File: config.mk
export PLATFORM = sky130hd
export DESIGN_NAME = itm_trace_packet_decoder
export DESIGN_NICKNAME = d
export VERILOG_FILES = /design/src/hw/rtl/itmd_pkg.sv /design/src/hw/rtl/itmd_parser.sv /design/src/hw/rtl/itm_trace_packet_decoder.sv
export VERILOG_INCLUDE_DIRS = /design/src /design/src/hw/rtl
export SDC_FILE = /design/constraint.sdc
export NUM_CORES = 1
export LEC_CHECK = 0
export CAP_MARGIN = 20
export CORE_AREA = 3 3 89 91
export CTS_CLUSTER_DIAMETER = 200
export DETAILED_ROUTE_END_ITERATION = 12
export DIE_AREA = 0 0 92 94
export DONT_BUFFER_PORTS = 1
export MAX_ROUTING_LAYER = met4
export PLACE_DENSITY = 0.78
export SYNTH_ARGS = -nofsm -noshare
export SYNTH_HDL_FRONTEND = slang
export SYNTH_SLANG_ARGS = --single-unit
export TNS_END_PERCENT = 1
File: constraint.sdc
create_clock -name clk -period 6.34 [get_ports clk]
set_input_delay 0.317 -clock clk [delete_from_list [all_inputs] [get_ports clk]]
set_output_delay 0.317 -clock clk [all_outputs]
set_load 0.01 [all_outputs]
File: src/hw/rtl/itm_trace_packet_decoder_defines.svh
// ---------------------------------------------------------------------------
// ITM trace packet decoder: assertion macros
// Shared assertion wrappers; defining NO_ASSERTIONS removes every check.
// ---------------------------------------------------------------------------
`ifndef ITM_TRACE_PACKET_DECODER_DEFINES_SVH
`define ITM_TRACE_PACKET_DECODER_DEFINES_SVH

`ifndef NO_ASSERTIONS
// Property that must hold at every clock edge outside reset.
`define ITMD_ASSERT(lbl, clk, rst_n, prop) \
    lbl: assert property (@(posedge clk) disable iff (!rst_n) (prop)) \
        else $error("itmd: assertion failed");
// Condition in one cycle must be followed by a consequence in the next.
`define ITMD_ASSERT_NEXT(lbl, clk, rst_n, ante, cons) \
    lbl: assert property (@(posedge clk) disable iff (!rst_n) (ante) |=> (cons)) \
        else $error("itmd: sequence check failed");
`else
`define ITMD_ASSERT(lbl, clk, rst_n, prop)
`define ITMD_ASSERT_NEXT(lbl, clk, rst_n, ante, cons)
`endif

`endif

File: src/hw/rtl/itmd_pkg.sv
// ---------------------------------------------------------------------------
// ITM trace packet decoder package
// Parser modes, header constants and the result record.
// ---------------------------------------------------------------------------
`default_nettype none

package itmd_pkg;

    typedef enum logic [1:0] {
        MODE_IDLE = 2'd0,
        MODE_SYNC = 2'd1,
        MODE_TS   = 2'd2,
        MODE_SWIT = 2'd3
    } mode_t;

    localparam logic [7:0] OVERFLOW_HDR       = 8'h70;
    localparam logic [7:0] HDR_TYPE_MASK      = 8'h0F;
    localparam logic [7:0] HDR_RESERVED       = 8'h04;
    localparam logic [7:0] HDR_HW_BIT         = 8'h04;
    localparam logic [7:0] HDR_PORT_MASK      = 8'hF8;
    localparam logic [7:0] HDR_SIZE_MASK      = 8'h03;
    localparam logic [7:0] CONT_BIT           = 8'h80;
    localparam logic [1:0] SIZE_WORD          = 2'd3;
    localparam logic [2:0] SYNC_LIMIT         = 3'd4;
    localparam logic [2:0] TS_MAX_SEEN        = 3'd4;
    localparam logic [2:0] WORD_BYTES         = 3'd4;
    localparam logic [7:0] NUM_CHANNELS_RESET = 8'd32;

    typedef struct packed {
        logic        emit;
        logic [4:0]  channel;
        logic [2:0]  byte_count;
        logic [31:0] payload;
    } itmd_result_t;

endpackage

`default_nettype wire

File: src/hw/rtl/itmd_parser.sv
// ---------------------------------------------------------------------------
// ITM packet parser
// Holds the packet state and decodes one registered byte per step.
// ---------------------------------------------------------------------------
`default_nettype none
`include "itm_trace_packet_decoder_defines.svh"

module itmd_parser
    import itmd_pkg::*;
(
    input  wire logic         clk,
    input  wire logic         rst_n,
    input  wire logic         step,
    input  wire logic [7:0]   data,
    input  wire logic [7:0]   num_channels,
    output itmd_result_t      result
);

    mode_t       mode_reg, mode_next;
    logic [2:0]  seen_reg, seen_next;
    logic [2:0]  expected_reg, expected_next;
    logic [4:0]  port_reg, port_next;
    logic [31:0] store_reg, store_next;
    logic [2:0]  seen_inc;
    logic [31:0] merged;

    assign seen_inc = seen_reg + 3'd1;
    // Byte lands at lane seen_reg; only lanes 0 to 3 exist.
    assign merged = (seen_reg < WORD_BYTES)
                  ? (store_reg | ({24'd0, data} << {seen_reg[1:0], 3'b000}))
                  : store_reg;

    always_comb
    begin
        mode_next     = mode_reg;
        seen_next     = seen_reg;
        expected_next = expected_reg;
        port_next     = port_reg;
        store_next    = store_reg;
        result        = '0;
        result.channel    = port_reg;
        result.byte_count = expected_reg;
        result.payload    = merged;
        if (step)
        begin
            case (mode_reg)
                MODE_IDLE:
                begin
                    if (data == OVERFLOW_HDR)
                    begin
                        mode_next = MODE_IDLE;
                    end
                    else if (data == 8'd0)
                    begin
                        expected_next = SYNC_LIMIT;
                        seen_next     = 3'd0;
                        mode_next     = MODE_SYNC;
                    end
                    else if ((data & HDR_TYPE_MASK) == 8'd0)
                    begin
                        seen_next = 3'd1;
                        if ((data & CONT_BIT) != 8'd0)
                            mode_next = MODE_TS;
                    end
                    else if ((data & HDR_TYPE_MASK) == HDR_RESERVED)
                    begin
                        mode_next = MODE_IDLE;
                    end
                    else if ((data & HDR_HW_BIT) == 8'd0)
                    begin
                        expected_next = (data[1:0] == SIZE_WORD) ? WORD_BYTES
                                                                 : {1'b0, data[1:0]};
                        port_next     = data[7:3];
                        seen_next     = 3'd0;
                        store_next    = '0;
                        mode_next     = MODE_SWIT;
                    end
                end
                MODE_SWIT:
                begin
                    store_next = merged;
                    seen_next  = seen_inc;
                    if (seen_inc >= expected_reg)
                    begin
                        mode_next   = MODE_IDLE;
                        result.emit = (expected_reg != 3'd0) &&
                                      ({3'd0, port_reg} < num_channels);
                    end
                end
                MODE_TS:
                begin
                    seen_next = seen_inc;
                    if ((data & CONT_BIT) == 8'd0 || seen_inc > TS_MAX_SEEN)
                        mode_next = MODE_IDLE;
                end
                MODE_SYNC:
                begin
                    if (data == 8'd0 && seen_reg < expected_reg)
                        seen_next = seen_inc;
                    else
                        mode_next = MODE_IDLE;
                end
                default:
                begin
                    mode_next = MODE_IDLE;
                end
            endcase
        end
    end

    always_ff @(posedge clk or negedge rst_n)
    begin
        if (!rst_n)
        begin
            mode_reg     <= MODE_IDLE;
            seen_reg     <= 3'd0;
            expected_reg <= 3'd0;
            port_reg     <= 5'd0;
            store_reg    <= '0;
        end
        else
        begin
            mode_reg     <= mode_next;
            seen_reg     <= seen_next;
            expected_reg <= expected_next;
            port_reg     <= port_next;
            store_reg    <= store_next;
        end
    end

    // A software packet never holds more bytes than a word.
    `ITMD_ASSERT(a_swit_seen, clk, rst_n, (mode_reg != MODE_SWIT) || (seen_reg <= 3'd3))
    // A timestamp run counts from one and gives up after the fifth byte.
    `ITMD_ASSERT(a_ts_seen, clk, rst_n, (mode_reg != MODE_TS) || (seen_reg != 3'd0 && seen_reg <= TS_MAX_SEEN))
    // Emitted lengths are only one, two or four bytes.
    `ITMD_ASSERT(a_emit_len, clk, rst_n, !result.emit || result.byte_count == 3'd1 || result.byte_count == 3'd2 || result.byte_count == 3'd4)

endmodule

`default_nettype wire

File: src/hw/rtl/itm_trace_packet_decoder.sv
// ---------------------------------------------------------------------------
// ITM trace packet decoder
// Decodes an instrumentation trace byte stream into software packets.
// ---------------------------------------------------------------------------
//
//  Channel        Signals                              Direction  Request
//  rx             rx_valid, rx_stall, rx_byte          in         one trace byte
//  res            res_valid, res_stall, channel,       out        one software
//                 byte_count, payload                             packet
//  config         num_channels_we, num_channels        in         channel limit
//
// A byte is taken into the input register, decoded against the parser state
// once the result register is free, and any finished packet is placed in the
// result register. One byte is accepted per cycle while rx_stall is low; a
// packet passes through the input register and then the result register
// before it can be taken. rx_stall rises whenever a byte is held in the input
// register while the result register is full and its consumer is stalling,
// whether or not that byte would finish a packet. Reset empties both
// registers, returns the parser to idle and sets the channel limit to 32.
`default_nettype none
`include "itm_trace_packet_decoder_defines.svh"

module itm_trace_packet_decoder
    import itmd_pkg::*;
(
    input  wire logic        clk,
    input  wire logic        rst_n,
    input  wire logic        rx_valid,
    output logic             rx_stall,
    input  wire logic [7:0]  rx_byte,
    input  wire logic        num_channels_we,
    input  wire logic [7:0]  num_channels,
    output logic             res_valid,
    input  wire logic        res_stall,
    output logic [4:0]       channel,
    output logic [2:0]       byte_count,
    output logic [31:0]      payload
);

    logic         in_vld_reg, in_vld_next;
    logic [7:0]   in_byte_reg;
    logic         out_vld_reg, out_vld_next;
    logic [4:0]   channel_reg;
    logic [2:0]   byte_count_reg;
    logic [31:0]  payload_reg;
    logic [7:0]   limit_reg;
    logic         out_free;
    logic         advance;
    logic         rx_accept;
    itmd_result_t result;

    // The result register is free when empty or being emptied this cycle.
    assign out_free  = !out_vld_reg || !res_stall;
    // The held byte is decoded only when its result has somewhere to go.
    assign advance   = in_vld_reg && out_free;
    assign rx_stall  = in_vld_reg && !out_free;
    assign rx_accept = rx_valid && !rx_stall;

    always_comb
    begin
        in_vld_next = in_vld_reg;
        if (rx_accept)
            in_vld_next = 1'b1;
        else if (advance)
            in_vld_next = 1'b0;

        out_vld_next = out_vld_reg;
        if (advance)
            out_vld_next = result.emit;
        else if (out_vld_reg && !res_stall)
            out_vld_next = 1'b0;
    end

    itmd_parser u_parser (
        .clk          (clk),
        .rst_n        (rst_n),
        .step         (advance),
        .data         (in_byte_reg),
        .num_channels (limit_reg),
        .result       (result)
    );

    always_ff @(posedge clk or negedge rst_n)
    begin
        if (!rst_n)
        begin
            in_vld_reg  <= 1'b0;
            out_vld_reg <= 1'b0;
            limit_reg   <= NUM_CHANNELS_RESET;
        end
        else
        begin
            in_vld_reg  <= in_vld_next;
            out_vld_reg <= out_vld_next;
            if (num_channels_we)
                limit_reg <= num_channels;
        end
    end

    // Payload registers carry no reset; the valid flags qualify them.
    always_ff @(posedge clk)
    begin
        if (rx_accept)
            in_byte_reg <= rx_byte;
        if (advance && result.emit)
        begin
            channel_reg    <= result.channel;
            byte_count_reg <= result.byte_count;
            payload_reg    <= result.payload;
        end
    end

    assign res_valid  = out_vld_reg;
    assign channel    = channel_reg;
    assign byte_count = byte_count_reg;
    assign payload    = payload_reg;

    // An accepted byte is always held for decoding in the next cycle.
    `ITMD_ASSERT_NEXT(a_rx_held, clk, rst_n, rx_accept, in_vld_reg)
    // A byte that cannot be decoded is kept, not lost.
    `ITMD_ASSERT_NEXT(a_in_kept, clk, rst_n, in_vld_reg && !advance, in_vld_reg)
    // A decoded packet always reaches the result register.
    `ITMD_ASSERT_NEXT(a_emit_out, clk, rst_n, advance && result.emit, res_valid)

endmodule

`default_nettype wire
==> metrics.txt <==
hold path start num_channels_we; I/O pins 63; ys async rst share 0.534; I/O Buffers 0; CTS clk-pin slew, worst paths roughly 0.09 ns; Area Growth Syn to Fin 8.05%; Synth top area share 0.333; max-cap violations 0; CP Class flop to flop; reg2reg setup slack 3.31 ns; GPL Wtd Cong 0.935; largest buffer count on any clock path 2; Vias between 2000 and 3000; top cells by count, synth dfrtp_1 (54), nand2_1 (51), edfxtp_1 (48); area leader, netlist edfxtp_1; register area share after synthesis 0.650; Cells after Synth 363; Mapped Area between 0.004 and 0.005 mm2; Final nets ~390; worst hold-check path type input port to flop; # diodes 0; first-pass GRT wire length around 14000 um; area of the multi-input gates about 0.0013 mm2; Critical Path, Cell by Cell ha_1, ha_1, a21boi_0, o21ai_0, nor2b_1, a311oi_4, buf_4; cts bufs inserted 9; crit start category flop; Post-synth EDFFs 48; Residual DRC 0; Max-slew headroom 0.330; Worst Path Required approximately 6.4 ns; CP dominant cell by count ha_1; total wire length around 8400 um; Mapped Nets a little under 400; drt initial violations approximately 190; filler instances 546; WHS Endpoint limit_reg[3]; post-CTS setup repair buffer count 0; Crit-path slowest cell a311oi_4; ys flop type dfrtp_1; WL/cell ~18 um; hold buffers post-CTS 2; minimum clock period after layout about 3 ns; Layout Cells excl Fill 464; Max Slew Vio Count 0; total die area between 0.008 and 0.009 mm2; status finished, final reports clean; die width about 90 um; die height 94 um; drt pass-1 iters 5; Reg2Reg Capture Point channel[1]; Register Area 0.00282 mm2; CP Max Fanout 34; Starting Density 0.601; Max Freq about 330 MHz; core box area slightly above 0.007 mm2; hold path cells 1; reg2reg start u_parser.seen_reg[0]; H-tree Lvls 3; row cnt 31; leak pwr 2.08 nW; Final setup viols 0; layout cells sized above 1 0.101; Post-CTS Resized 0; hpwl dp between 5000 and 6000 um; Avg Inst Size Synth 11.9 um2; final cycle utilization of the critical path 0.478; initial antenna violation count 0; number of synthesis warnings 0; CTS Sinks ~100; root buf cell clkbuf_8; VDD IR-drop max between 150 and 200 uV; Synth Register Bits 103; All-Layer GR Usage 0.213; clk_skew about 0.014 ns; pwr/cell area 392 mW/mm2; worst path arrival time roughly 3 ns; vias per inst 5.92; placed insts about 450; Worst path max stage delay just over 0.5 ns; Yosys cell types 47; total congestion overflow 0; largest net degree at the start of global routing 65; Fin. Hold Viols 0; CP endpoint kind flop; top area cells in the synthesized netlist edfxtp_1 (33%), dfrtp_1 (31%), o31ai_1 (5.5%); most frequent cell after synthesis dfrtp_1; number of global-route vias before repair 2688; Crit. Startpoint u_parser.seen_reg[0]; RSZ-0062 raised after global routing no; Post-Route Setup TNS 0 ns; Worst-Margin Slew approximately 1 ns; Detail Route Antenna Nets 0; clock latency on the worst-skew pair 0.37 ns; final design utilization 0.649; Reg2Reg Depth 7; TritonCTS clock tree done
-- final cells by class --
cell class | instances | share of cell area
inverter | 43 | 0.0345
tap | 99 | 0.0264
sequential | 103 | 0.602
clock inverter | 7 | 0.0208
clock buffer | 9 | 0.0264
timing repair buffer | 5 | 0.0155
multi-input combinational | 198 | 0.274
-- stage by stage --
step           setup WS [ns]  total power, mW  hold WS [ns]  area (um2)
5_1_grt                 3.16             1.94        0.0263        4680
6_report                3.31             1.83        0.0432        4680
3_3_place_gp            3.56             1.35        0.0233        4400
3_5_place_dp            3.37             1.37        0.0231        4400
2_1_floorplan           1.26             1.25        0.0214        4330
4_1_cts                 3.37             1.82        0.0297        4660
-- worst max-delay path, delay by kind of cell (launching register included) --
kind	cells	cell delay, ns
compound gates	3	0.85
fa+ha+maj	2	0.65
flops	1	0.48
buf+inv	1	0.47
simple gates	1	0.21
-- worst max path at each step --
stage                          endpoint
final                        channel[1]
after global placement      payload[30]
after global routing         payload[0]
after floorplan           byte_count[0]
after detailed placement    payload[24]
after CTS                   payload[24]
-- metal layers --
metal,wire [um],track usage
met5,0,-
met4,105,0.0817
met3,495,0.0345
met2,4060,0.325
met1,3720,0.291
-- cell usage in the layout, fill, tap and decap left out, types with 4 or more instances in the layout --
master    count
dfrtp_1      54
nand2_1      51
edfxtp_1     48
inv_1        42
a21oi_1      37
o31ai_1      32
ha_1         12
clkbuf_8      9
o21ai_0       8
mux2_2        8
nor3_1        6
nor2_1        4
-- where the power goes --
| part | switching, mW | leakage [nW] | total (mW) | internal (mW) |
|---|---|---|---|---|
| Sequential | 0.0926 | 1.17 | 0.915 | 0.823 |
| Clock | 0.221 | 0.105 | 0.444 | 0.223 |
| Combinational | 0.306 | 0.803 | 0.475 | 0.169 |
| Total | 0.620 | 2.08 | 1.83 | 1.21 |
-- cells by family after synthesis --
family / share of synthesized area
AOI/OAI and AO/OA: 0.149
adders and majority gates: 0.0346
buffers and inverters: 0.0577
DFF: 0.650
muxes: 0.0208
and+or+nand+nor: 0.0878
No activity file was read; power rests on OpenSTA's default activity.
